## config.mk

```make
export PLATFORM = sky130hd
export DESIGN_NAME = tlv_record_finder_core
export DESIGN_NICKNAME = d
export VERILOG_FILES = /design/src/sv/tlvrf_pkg.sv /design/src/sv/tlv_record_finder_core.sv /design/src/sv/tlvrf_scan.sv
export SDC_FILE = /design/constraint.sdc
export NUM_CORES = 1
export LEC_CHECK = 0
export BUFFER_PORTS_ARGS = -buffer_cell sky130_fd_sc_hd__buf_2
export CAP_MARGIN = 20
export CORE_MARGIN = 10
export CORE_UTILIZATION = 40
export DETAILED_ROUTE_END_ITERATION = 16
export HOLD_SLACK_MARGIN = 0.08
export SYNTH_ARGS = -nofsm -noshare
export SYNTH_HDL_FRONTEND = slang
export SYNTH_SLANG_ARGS = --single-unit
```

## constraint.sdc

```tcl
create_clock -name clock -period 3.8 [get_ports clock]
set_input_delay 0.57 -clock clock [delete_from_list [all_inputs] [get_ports clock]]
set_output_delay 0.57 -clock clock [all_outputs]
set_load 0.05 [all_outputs]
```

## src/sv/tlvrf_pkg.sv

```systemverilog
// ----------------------------------------------------------------------------
// tlvrf_pkg
// Shared types and constants for the record finder: scan phases, header
// layout and field widths.
// ----------------------------------------------------------------------------
`default_nettype none

package tlvrf_pkg;

   // field widths
   localparam int DATA_W   = 8;
   localparam int WORD_W   = 32;
   localparam int OFFSET_W = 16;

   // record header layout: 4-byte id, then 4-byte length, little endian
   localparam int FIELD_BYTES = 4;
   localparam int HDR_BYTES   = 8;
   localparam int HCNT_W      = 3;

   localparam logic [HCNT_W-1:0] ID_LAST_IDX  = HCNT_W'(FIELD_BYTES - 1);
   localparam logic [HCNT_W-1:0] HDR_LAST_IDX = HCNT_W'(HDR_BYTES - 1);

   // scan phase of the record walker
   typedef enum logic [1:0] {
      PHASE_ID   = 2'd0,
      PHASE_LEN  = 2'd1,
      PHASE_SKIP = 2'd2,
      PHASE_DONE = 2'd3
   } phase_type;

endpackage

`default_nettype wire

```

## src/sv/tlv_record_finder_core.sv

```systemverilog
// ----------------------------------------------------------------------------
// tlv_record_finder_core
// Streaming lookup of one record in a buffer of id/length/value records.
// ----------------------------------------------------------------------------
// Usage:
//   The buffer enters one byte per transfer on the req_ channel, with
//   req_last_byte high on its final byte. Each record is a 4-byte
//   little-endian id, a 4-byte little-endian length and the value bytes.
//   The first record whose id equals the target register is reported.
//   One result per buffer leaves on the rsp_ channel: found flag, value
//   length (0 when the value runs past the buffer end), value offset and
//   an overflow flag for buffers longer than MAX_BUFFER_BYTES.
//   The target is written through csr_wr_en / csr_wr_data while idle.
//   Throughput is one byte per cycle while req_ready stays high; the
//   result is registered: the last byte is captured in the input
//   register at its transfer, then passes the snapshot stage and the
//   result register.
//   A stalled receiver holds the result; bytes not marked last keep
//   flowing, and one further buffer end can be held in the snapshot stage
//   before req_ready drops.
//   Reset clears the scan state and the target id to zero.
// ----------------------------------------------------------------------------
`default_nettype none

module tlv_record_finder_core #(
   parameter int MAX_BUFFER_BYTES = 65536
) (
   input  wire logic                              clock,
   input  wire logic                              reset,
   // configuration
   input  wire logic                              csr_wr_en,
   input  wire logic [tlvrf_pkg::WORD_W-1:0]      csr_wr_data,
   // byte stream
   input  wire logic                              req_valid,
   output logic                                   req_ready,
   input  wire logic [tlvrf_pkg::DATA_W-1:0]      req_data_byte,
   input  wire logic                              req_last_byte,
   // result
   output logic                                   rsp_valid,
   input  wire logic                              rsp_ready,
   output logic                                   rsp_found,
   output logic [tlvrf_pkg::WORD_W-1:0]           rsp_value_length,
   output logic [tlvrf_pkg::OFFSET_W-1:0]         rsp_value_offset,
   output logic                                   rsp_overflow
);

   localparam int POS_W = $clog2(MAX_BUFFER_BYTES + 2);
   localparam logic [POS_W-1:0] POS_LIMIT = POS_W'(MAX_BUFFER_BYTES);

   logic [tlvrf_pkg::WORD_W-1:0]   target_ff;

   logic                           fin_valid;
   logic                           fin_ready;
   logic                           fin_match;
   logic [tlvrf_pkg::WORD_W-1:0]   fin_length;
   logic [POS_W-1:0]               fin_offset;
   logic [POS_W-1:0]               fin_position;

   logic                           rsp_valid_ff;
   logic                           found_ff, found_in;
   logic [tlvrf_pkg::WORD_W-1:0]   length_ff, length_in;
   logic [tlvrf_pkg::OFFSET_W-1:0] offset_ff, offset_in;
   logic                           overflow_ff, overflow_in;

   logic [tlvrf_pkg::WORD_W:0]     value_end;
   logic [POS_W+tlvrf_pkg::OFFSET_W-1:0] offset_ext;

   // target id register
   always_ff @(posedge clock) begin
      if (reset) begin
         target_ff <= '0;
      end else if (csr_wr_en) begin
         target_ff <= csr_wr_data;
      end
   end

   // record walker
   tlvrf_scan #(
      .MAX_BUFFER_BYTES (MAX_BUFFER_BYTES)
   ) u_scan (
      .clock         (clock),
      .reset         (reset),
      .req_valid     (req_valid),
      .req_ready     (req_ready),
      .req_data_byte (req_data_byte),
      .req_last_byte (req_last_byte),
      .target_id     (target_ff),
      .fin_valid     (fin_valid),
      .fin_ready     (fin_ready),
      .fin_match     (fin_match),
      .fin_length    (fin_length),
      .fin_offset    (fin_offset),
      .fin_position  (fin_position)
   );

   // result formatting: truncation check and overflow masking
   assign value_end  = {1'b0, fin_length} + (tlvrf_pkg::WORD_W + 1)'(fin_offset);
   assign offset_ext = {{tlvrf_pkg::OFFSET_W{1'b0}}, fin_offset};

   always_comb begin
      overflow_in = fin_position > POS_LIMIT;
      found_in    = 1'b0;
      length_in   = '0;
      offset_in   = '0;
      if (!overflow_in && fin_match) begin
         found_in  = 1'b1;
         length_in = (value_end > (tlvrf_pkg::WORD_W + 1)'(fin_position)) ? '0 : fin_length;
         offset_in = offset_ext[tlvrf_pkg::OFFSET_W-1:0];
      end
   end

   // result register
   assign fin_ready = !rsp_valid_ff || rsp_ready;

   always_ff @(posedge clock) begin
      if (reset) begin
         rsp_valid_ff <= 1'b0;
      end else if (fin_valid && fin_ready) begin
         rsp_valid_ff <= 1'b1;
      end else if (rsp_ready) begin
         rsp_valid_ff <= 1'b0;
      end
      if (fin_valid && fin_ready) begin
         found_ff    <= found_in;
         length_ff   <= length_in;
         offset_ff   <= offset_in;
         overflow_ff <= overflow_in;
      end
   end

   assign rsp_valid        = rsp_valid_ff;
   assign rsp_found        = found_ff;
   assign rsp_value_length = length_ff;
   assign rsp_value_offset = offset_ff;
   assign rsp_overflow     = overflow_ff;

   // an overflowed buffer reports nothing else
   a_overflow_clears: assert property (@(posedge clock) disable iff (reset)
      rsp_valid && rsp_overflow |->
         !rsp_found && rsp_value_length == '0 && rsp_value_offset == '0)
      else $error("overflow result carries match data");

   // no match means no length
   a_nomatch_len: assert property (@(posedge clock) disable iff (reset)
      rsp_valid && !rsp_found |-> rsp_value_length == '0)
      else $error("length reported without a match");

   // a blocked snapshot keeps its contents
   a_fin_hold: assert property (@(posedge clock) disable iff (reset)
      fin_valid && !fin_ready |=>
         fin_valid && $stable(fin_position) && $stable(fin_match))
      else $error("snapshot changed while blocked");

endmodule

`default_nettype wire

```

## src/sv/tlvrf_scan.sv

```systemverilog
// ----------------------------------------------------------------------------
// tlvrf_scan
// Input register and record walker. Assembles headers, skips values of
// records that do not match and hands a snapshot of the scan to the result
// stage on the last byte of each buffer.
// ----------------------------------------------------------------------------
`default_nettype none

module tlvrf_scan #(
   parameter int MAX_BUFFER_BYTES = 65536,
   localparam int POS_W = $clog2(MAX_BUFFER_BYTES + 2)
) (
   input  wire logic                           clock,
   input  wire logic                           reset,
   // byte stream
   input  wire logic                           req_valid,
   output logic                                req_ready,
   input  wire logic [tlvrf_pkg::DATA_W-1:0]   req_data_byte,
   input  wire logic                           req_last_byte,
   // search key
   input  wire logic [tlvrf_pkg::WORD_W-1:0]   target_id,
   // end-of-buffer snapshot
   output logic                                fin_valid,
   input  wire logic                           fin_ready,
   output logic                                fin_match,
   output logic [tlvrf_pkg::WORD_W-1:0]        fin_length,
   output logic [POS_W-1:0]                    fin_offset,
   output logic [POS_W-1:0]                    fin_position
);

   localparam logic [POS_W-1:0] POS_LIMIT = POS_W'(MAX_BUFFER_BYTES);
   localparam logic [POS_W-1:0] POS_SAT   = POS_W'(MAX_BUFFER_BYTES + 1);

   // input register
   logic                           in_valid_ff;
   logic [tlvrf_pkg::DATA_W-1:0]   in_data_ff;
   logic                           in_last_ff;

   // scan state
   tlvrf_pkg::phase_type           phase_ff, phase_in;
   logic [POS_W-1:0]               pos_ff, pos_in;
   logic [tlvrf_pkg::HCNT_W-1:0]   hcnt_ff, hcnt_in;
   logic [tlvrf_pkg::WORD_W-1:0]   id_ff, id_in;
   logic [tlvrf_pkg::WORD_W-1:0]   len_ff, len_in;
   logic [tlvrf_pkg::WORD_W-1:0]   skip_ff, skip_in;
   logic                           match_ff, match_in;
   logic [tlvrf_pkg::WORD_W-1:0]   mlen_ff, mlen_in;
   logic [POS_W-1:0]               moff_ff, moff_in;

   // snapshot register
   logic                           fin_valid_ff;
   logic                           fin_match_ff;
   logic [tlvrf_pkg::WORD_W-1:0]   fin_length_ff;
   logic [POS_W-1:0]               fin_offset_ff;
   logic [POS_W-1:0]               fin_position_ff;

   logic                           fin_free;
   logic                           step;
   logic                           scan_en;
   logic                           hdr_done;
   logic                           id_hit;
   logic [tlvrf_pkg::WORD_W-1:0]   len_full;

   // a last byte needs a free snapshot slot, other bytes always advance
   assign fin_free  = !fin_valid_ff || fin_ready;
   assign step      = in_valid_ff && (!in_last_ff || fin_free);
   assign req_ready = !in_valid_ff || step;

   // bytes past the limit are not scanned; the position saturates past the limit
   assign scan_en  = pos_ff < POS_LIMIT;
   assign pos_in   = scan_en ? (pos_ff + POS_W'(1)) : POS_SAT;

   // header completion and id compare
   assign hdr_done = ((phase_ff == tlvrf_pkg::PHASE_ID) || (phase_ff == tlvrf_pkg::PHASE_LEN))
                     && (hcnt_ff == tlvrf_pkg::HDR_LAST_IDX);
   assign len_full = {in_data_ff, len_ff[tlvrf_pkg::WORD_W-1:tlvrf_pkg::DATA_W]};
   assign id_hit   = id_ff == target_id;

   // next phase
   always_comb begin
      phase_in = phase_ff;
      if (scan_en) begin
         case (phase_ff)
            tlvrf_pkg::PHASE_ID,
            tlvrf_pkg::PHASE_LEN: begin
               if (hcnt_ff == tlvrf_pkg::ID_LAST_IDX) begin
                  phase_in = tlvrf_pkg::PHASE_LEN;
               end else if (hdr_done) begin
                  if (id_hit) begin
                     phase_in = tlvrf_pkg::PHASE_DONE;
                  end else if (len_full == '0) begin
                     phase_in = tlvrf_pkg::PHASE_ID;
                  end else begin
                     phase_in = tlvrf_pkg::PHASE_SKIP;
                  end
               end
            end
            tlvrf_pkg::PHASE_SKIP: begin
               if (skip_ff == tlvrf_pkg::WORD_W'(1)) begin
                  phase_in = tlvrf_pkg::PHASE_ID;
               end
            end
            default: begin
               phase_in = phase_ff;
            end
         endcase
      end
   end

   // header gather, skip count and match capture
   always_comb begin
      hcnt_in  = hcnt_ff;
      id_in    = id_ff;
      len_in   = len_ff;
      skip_in  = skip_ff;
      match_in = match_ff;
      mlen_in  = mlen_ff;
      moff_in  = moff_ff;
      if (scan_en) begin
         case (phase_ff)
            tlvrf_pkg::PHASE_ID,
            tlvrf_pkg::PHASE_LEN: begin
               hcnt_in = hcnt_ff + tlvrf_pkg::HCNT_W'(1);
               if (hcnt_ff <= tlvrf_pkg::ID_LAST_IDX) begin
                  id_in = {in_data_ff, id_ff[tlvrf_pkg::WORD_W-1:tlvrf_pkg::DATA_W]};
               end else begin
                  len_in = len_full;
               end
               if (hdr_done) begin
                  if (id_hit) begin
                     match_in = 1'b1;
                     mlen_in  = len_full;
                     moff_in  = pos_in;
                  end else begin
                     skip_in  = len_full;
                  end
               end
            end
            tlvrf_pkg::PHASE_SKIP: begin
               skip_in = skip_ff - tlvrf_pkg::WORD_W'(1);
            end
            default: begin
               skip_in = skip_ff;
            end
         endcase
      end
   end

   // input register
   always_ff @(posedge clock) begin
      if (reset) begin
         in_valid_ff <= 1'b0;
      end else if (req_ready) begin
         in_valid_ff <= req_valid;
      end
      if (req_ready) begin
         in_data_ff <= req_data_byte;
         in_last_ff <= req_last_byte;
      end
   end

   // scan state, cleared after the last byte of a buffer
   always_ff @(posedge clock) begin
      if (reset) begin
         phase_ff <= tlvrf_pkg::PHASE_ID;
         pos_ff   <= '0;
         hcnt_ff  <= '0;
         match_ff <= 1'b0;
      end else if (step) begin
         if (in_last_ff) begin
            phase_ff <= tlvrf_pkg::PHASE_ID;
            pos_ff   <= '0;
            hcnt_ff  <= '0;
            match_ff <= 1'b0;
         end else begin
            phase_ff <= phase_in;
            pos_ff   <= pos_in;
            hcnt_ff  <= hcnt_in;
            match_ff <= match_in;
         end
      end
      if (step) begin
         id_ff   <= id_in;
         len_ff  <= len_in;
         skip_ff <= skip_in;
         mlen_ff <= mlen_in;
         moff_ff <= moff_in;
      end
   end

   // end-of-buffer snapshot
   always_ff @(posedge clock) begin
      if (reset) begin
         fin_valid_ff <= 1'b0;
      end else if (step && in_last_ff) begin
         fin_valid_ff <= 1'b1;
      end else if (fin_ready) begin
         fin_valid_ff <= 1'b0;
      end
      if (step && in_last_ff) begin
         fin_match_ff    <= match_in;
         fin_length_ff   <= mlen_in;
         fin_offset_ff   <= moff_in;
         fin_position_ff <= pos_in;
      end
   end

   assign fin_valid    = fin_valid_ff;
   assign fin_match    = fin_match_ff;
   assign fin_length   = fin_length_ff;
   assign fin_offset   = fin_offset_ff;
   assign fin_position = fin_position_ff;

endmodule

`default_nettype wire

```

* Word-level counts from Yosys, hierarchy flattened
Cells that the tools add are included.
** Storage, ports and cells
- Input port bits :: 46
- Memory bits (writable) :: 0
- Bits in latches :: 0
- Bits in read-only memories :: 0
- Memories :: 0
- Output and inout bits :: 52
- Flip-flop bits (word level) :: 329
- Word-level logic and storage cells :: 107
** Operators by class
- Muxes and demuxes :: 34
- Reduce and logical (&&, ||, !) cells :: 30
- Divide/modulo/power cells :: 0
- $mul :: 0
- Shift operators :: 0
- Bitwise operators :: 2
- Eq/ne operators :: 10
- Add/sub/neg operators :: 4
- Magnitude comparators :: 4
** Operators by type and width (count)
- $mux W32 :: 6
- $mux W17 :: 6
- $pmux W32 S2 :: 1
- $add A32 B17 Y33 :: 1
- $gt A33 B17 Y1 :: 1
- $eq A32 B1 Y1 const B :: 1
- $eq A32 B32 Y1 :: 1
- $logic_not A32 Y1 :: 1
- $sub A32 B1 Y32 const B :: 1
- $add A17 B1 Y17 const B :: 1
- $gt A17 B17 Y1 const B :: 1
- $lt A17 B17 Y1 const B :: 1
- $mux W2 :: 7
- $mux W1 :: 10
- $reduce_and A5 Y1 :: 2
- $reduce_bool A2 Y1 :: 5
- $mux W3 :: 3
- $reduce_and A4 Y1 :: 2
- $logic_and A1 B1 Y1 :: 5
- $logic_not A1 Y1 :: 5
- $logic_or A1 B1 Y1 :: 5
- $ne A4 B1 Y1 const B :: 1
- $pmux W2 S2 :: 1
- $reduce_or A2 Y1 :: 2
- 13 further kinds :: 14

* Longest topological paths before layout
- Depth after elaboration :: 8
- Depth in mapped cells :: 20
- Mapped depth without buffers :: 19

* Modules after synthesis
From an unflattened synthesis, not the netlist that was laid out.
** Second synthesis, totals
- Cell total of the unflattened synthesis :: 1205
- Area, all modules :: 14914.3 sq um
** Modules (own cells, without submodules)
- tlvrf_scan :: area each 9892.0 sq um, seq. area each 6896.6 sq um, times used 1, cells an instance 699
- tlv_record_finder_core :: area each 5022.3 sq um, seq. area each 2162.1 sq um, times used 1, cells an instance 506

* Least setup slack after synthesis
Ideal clock, no wire load.
- Path type :: register to register
- From :: reg u_scan.fin_length_ff (netlist bit u_scan.fin_length[0])
- To :: reg length_ff (netlist bit rsp_value_length[10]) (data pin)
- Setup time :: 170 ps
- Arrival time :: 3773 ps
- Buffers on the path :: 1
- Setup slack :: -142 ps
- Stages on the path, launching flop included :: 19
- Period minus slack after synthesis :: 3942 ps
- Cells stage by stage :: edfxtp_1 > ha_1 > inv_1 > fa_1 > nand2b_1 > a21oi_1 > o21ai_1 > a211oi_1 > nor2_1 > xnor2_1 > ha_1 > nand4_1 > o31ai_1 > o311ai_1 > a211o_1 > nor3_2 > nand4_4 > buf_6 > nor4_2
** Between the ends
- Longest elaborated chain between the ends :: 3
** RTL lines
- start, declared :: line tlvrf_scan.sv:53 : logic [tlvrf_pkg::WORD_W-1:0] fin_length_ff;
- start signal, assigned :: line tlvrf_scan.sv:202 : fin_length_ff <= mlen_in;
- $add A32 B17 Y33 :: line tlv_record_finder_core.sv:97 : assign value_end = {1'b0, fin_length} + (tlvrf_pkg::WORD_W + 1)'(fin_offset);
- $gt A33 B17 Y1 :: line tlv_record_finder_core.sv:107 : length_in = (value_end > (tlvrf_pkg::WORD_W + 1)'(fin_position)) ? '0 : fin_length;
- $reduce_or A2 Y1 (no source line)
- end signal, assigned :: line tlv_record_finder_core.sv:125 : length_ff <= length_in;
- end, declared :: line tlv_record_finder_core.sv:61 : logic [tlvrf_pkg::WORD_W-1:0] length_ff, length_in;
No other way between the ends.
A chain may end at the register's enable or synchronous reset.

* Worst setup path in the final report
- From :: reg u_scan.fin_offset_ff[9], in the netlist u_scan.fin_offset[9]
- To :: reg length_ff (netlist bit rsp_value_length[1]) (data pin)
** Between the ends
- Longest elaborated chain between the ends :: 3
** RTL lines
- start, declared :: line tlvrf_scan.sv:54 : logic [POS_W-1:0] fin_offset_ff;
- start signal, assigned :: line tlvrf_scan.sv:203 : fin_offset_ff <= moff_in;
- $add A32 B17 Y33 :: line tlv_record_finder_core.sv:97
- $gt A33 B17 Y1 :: line tlv_record_finder_core.sv:107
- $reduce_or A2 Y1 (no source line)
No other way between the ends.

==> results.md <==
Finish:
- The post-layout net count is 1,469.
- From synthesis to final layout, the design area changed by 21.4%.
- In the final layout, the share of cells above drive strength 1 is 0.222.
- In the final layout, the multi-input gates occupy 5630 um^2.
- The library cell used most frequently in the layout, excluding fill and tap cells, is edfxtp_1.
- The post-route standard cell area excluding fillers is 17,900 um^2.
- In the layout the commonest cells are edfxtp_1 (263), nor2_1 (118), buf_2 (97).
- The number of antenna repair diodes is 0.
- Across the whole layout, storage elements account for about 9100 um^2.
- For this run, the share of the core covered by cells in the final layout is 0.491.
- The number of fill cells is 3,248.

Floorplanning:
- The full die area is 44,900 um^2.
- For this configuration, the core starts out at a cell density of 0.404.
- The floorplan core area is 36,400 um^2.
- The width of the die is roughly 210 um.
- The die height is ~210 um.
- Row generation in the floorplan step produced 70 rows.
- The I/O pin total is 98.

Drt:
- The via count of the routed design is 9,886.
- Wires add up to 35.9 mm.
- The initial detailed-routing violation count is 731.
- In this run the remaining antenna-violating nets after routing total 0.
- The residual DRC count is 0.
- The post-detailed-route wirelength per cell is 19.2 um.
- The detail-routed via count per cell is 5.27.
- The iteration count of the initial detailed-routing pass is 5.

Global routing:
- The overall global routing resource usage is 0.160.
- The initial antenna violation count is 0.
- The global-route wire length before repair is 56.6 mm.
- The via count of the first global-routing pass is between 9,000 and 10,000.
- Entering global routing, the biggest net connects 60 pins.
- The global-route congestion overflow total is 0.

Clocking:
- The clock sink count is between 300 and 400.
- The worst-case clock buffer depth is 3.
- The clock buffer count from CTS is 35.
- The count of H-tree levels built during CTS is 2.
- Clock-pin slew was measured on the worst setup and hold paths at approximately 60 ps.
- The root buffer cell is clkbuf_16.
- Buffers inserted to repair hold after CTS numbered 0.
- The insertion delay of the later-clocked pin in the worst-skew pair is 530 ps.
- The clock tree from TritonCTS is yes.

Outcome:
- The checks that failed: setup timing.
- The run finished, with violations left.

Power:
- Of the total power, registers draw 0.508.
- For this design the static power due to leakage is 6.09 nW.
- Internal power comes to 6.05 mW.
- In this run the power density over the cells is ~430 nW/um^2.
- The net switching power figure is roughly 1.6 mW.
- The share of total power dissipated in the clock network is 0.459.
- The largest vdd supply drop is 0.343 mV.
- Of the total power, the share spent switching nets is 0.211.
- The power share of the combinational group is 0.033.

STA:
- Clock skew on the completed layout was measured at 22.0 ps.
- The maximum achievable frequency is around 240 MHz.
- The setup slack after layout is -325 ps.
- Dividing the final minimum period by the clock period gives 1.09.
- The number of endpoints with negative hold slack in the final report came to 0.
- Setup repair after global routing could not meet its margin everywhere.
- For the pin with the worst max-slew slack, the measured transition is 1060 ps.
- The post-layout minimum cycle time is between 4000 and 5000 ps.
- The final count of pins violating max slew is 0.
- In this run the tightest slew margin relative to its limit is 0.290.
- Setup violations remaining at the end of the flow were counted as 18.

Synth:
- The cell count after synthesis came out at 1,187.
- The leading register cell type out of synthesis is edfxtp_1.
- The post-synthesis cell type with the largest combined area is edfxtp_1.
- The share of synthesized area in the top cell type comes to 0.536.
- The count of warnings emitted by yosys is 0.
- A synthesized cell averages 12.4 um^2.
- The number of distinct library cells after synthesis is 70.
- The fraction of synthesis flops using an asynchronous set or reset pin is 0.
- Yosys mapped a number of flops with a built-in enable equal to about 260.
- The number of flip-flops and latches in the synthesized netlist is 321.
- The register area share after synthesis is 0.615.
- The cell area after synthesis is approximately 15,000 um^2.
- Yosys attributes the largest share of cell area to edfxtp_1 (54%), dfxtp_1 (7.9%), xnor2_1 (4.0%), ha_1 (3.4%), nor2_1 (3.1%).

Min path:
- The path category of the worst min-delay check is input pin to flop.
- The number of cells on the worst hold path is 1.
- The worst hold path begins at req_last_byte.

Run:
- The max-capacitance violation count is 0.

Critical path:
- The critical path is of the flop to flop type.
- The arrival time at the worst endpoint is 4470 ps.
- The type of origin of the critical path is a flop.
- Measured in cells, the most critical reg-to-reg path has a length of 17.
- STA puts the critical path data required time at 4140 ps.
- Tracing the worst setup path back leads to its startpoint at u_scan.fin_offset[9].
- The maximum net fanout on the critical path is 9.
- The startpoint of the lowest-slack register-to-register path is u_scan.fin_offset[9].
- The sort of element at the end of the critical path is a flop.

Placed design:
- The placed instances occupy a cell area of 16,400 um^2.
- Summed over all nets, the half-perimeter wirelength after detailed placement is 25.6 mm.
- At the end of routability-driven placement, the weighted congestion stood at 0.907.
- The count of input and output buffers is 97.
worst paths after layout:
| check | to | slack (ps) |
|---|---|---|
| worst max-delay path | rsp_value_length[1] | -320 |
| worst min-delay path | u_scan.in_last_ff | 220 |
| worst max register to register | rsp_value_length[1] | -320 |
| worst min register to register | u_scan.id_ff[22] | 470 |
power by group through the flow:
stage	clock, mW	combinational (mW)	sequential (mW)
final	3.52	0.253	3.89
after global routing	3.74	0.280	3.90
after CTS	3.60	0.255	3.89
after detailed placement	0	0.255	3.97
after global placement	0	0.249	3.97
after floorplan	0	0.138	3.99
per-stage QoR:
| step | instances | power (mW) | hold WS [ps] | setup WS (ps) | TNS (ps) |
|---|---|---|---|---|---|
| after detailed placement | 1801 | 4.22 | 457 | -446 | -7150 |
| after floorplan | 1200 | 4.13 | 449 | 15.5 | 0 |
| final | 1875 | 7.66 | 224 | -325 | -5320 |
| after global placement | 1801 | 4.22 | 454 | -235 | -3920 |
| after CTS | 1866 | 7.74 | 195 | -310 | -5130 |
| after global routing | 1875 | 7.92 | 206 | -563 | -9600 |
layer usage:
layer | global-route usage | part of all wire
met1 | 0.223 | 0.48
met2 | 0.250 | 0.45
met3 | 0.0272 | 0.057
met4 | 0.0474 | 0.022
met5 | 0 | 0
cell families after synthesis:
| family | share of synthesized area |
|---|---|
| simple gates | 0.140 |
| compound gates | 0.0768 |
| mux | 0.0560 |
| xor+xnor | 0.0547 |
| flops | 0.615 |
| other cells | 0.000255 |
| fa+ha+maj | 0.0353 |
| buf+inv | 0.0221 |
worst max-delay path, stage by stage, from the launching register on:
cell and delay [ps]:
edfxtp_1 440, ha_1 410, buf_4 170, and4_1 220
nand3_1 80, a21oi_1 180, buf_4 170, nor2_1 50
xnor2_1 150, ha_1 310, nand4_1 150, o31ai_2 360
o311ai_1 150, a211o_1 280, nor3_4 150, nand4_4 180
clkbuf_16 220, nor4_1 250
state kept, by name, indices dropped and copies added, names as in the netlist, 24 cells and up:
signal / cells
rsp_value_length: 32
target_ff: 32
u_scan.fin_length: 32
u_scan.id_ff: 32
u_scan.mlen_ff: 32
u_scan.skip_ff: 32
u_scan.len_ff: 24
synthesized netlist by cell type (6+ instances only):
cell	instances
edfxtp_1	263
nor2_1	120
nand2_1	81
xnor2_1	68
dfxtp_1	58
o21ai_0	52
a21oi_1	40
ha_1	40
mux2_1	39
mux2i_1	36
clkbuf_1	35
o21ai_1	34
inv_1	33
nor3_1	24
xor2_1	24
nor4_1	23
and2_1	19
nand4_1	19
nand3_1	18
and3_1	15
nor4_2	14
a31oi_1	11
a22oi_1	9
buf_2	8
nand2b_1	8
and4_1	7
a21o_1	6
nor2b_1	6
or3_1	6
cell type report:
type / instances / area share
Clock buffer: 45 / 0.0528
Clock inverter: 17 / 0.0132
Inverter: 33 / 0.00693
Multi-Input combinational cell: 797 / 0.315
Sequential cell: 321 / 0.507
Tap cell: 468 / 0.0328
Timing Repair Buffer: 194 / 0.0729
timing repair:
action	in CTS	in global routing
endpoints found under the setup margin	18	18
endpoints found under the hold margin	0	0
pin swaps	9	8
resized for setup	12	19
setup buffers	3	6
cloned	0	2
Power figures use the tool's default switching activity.
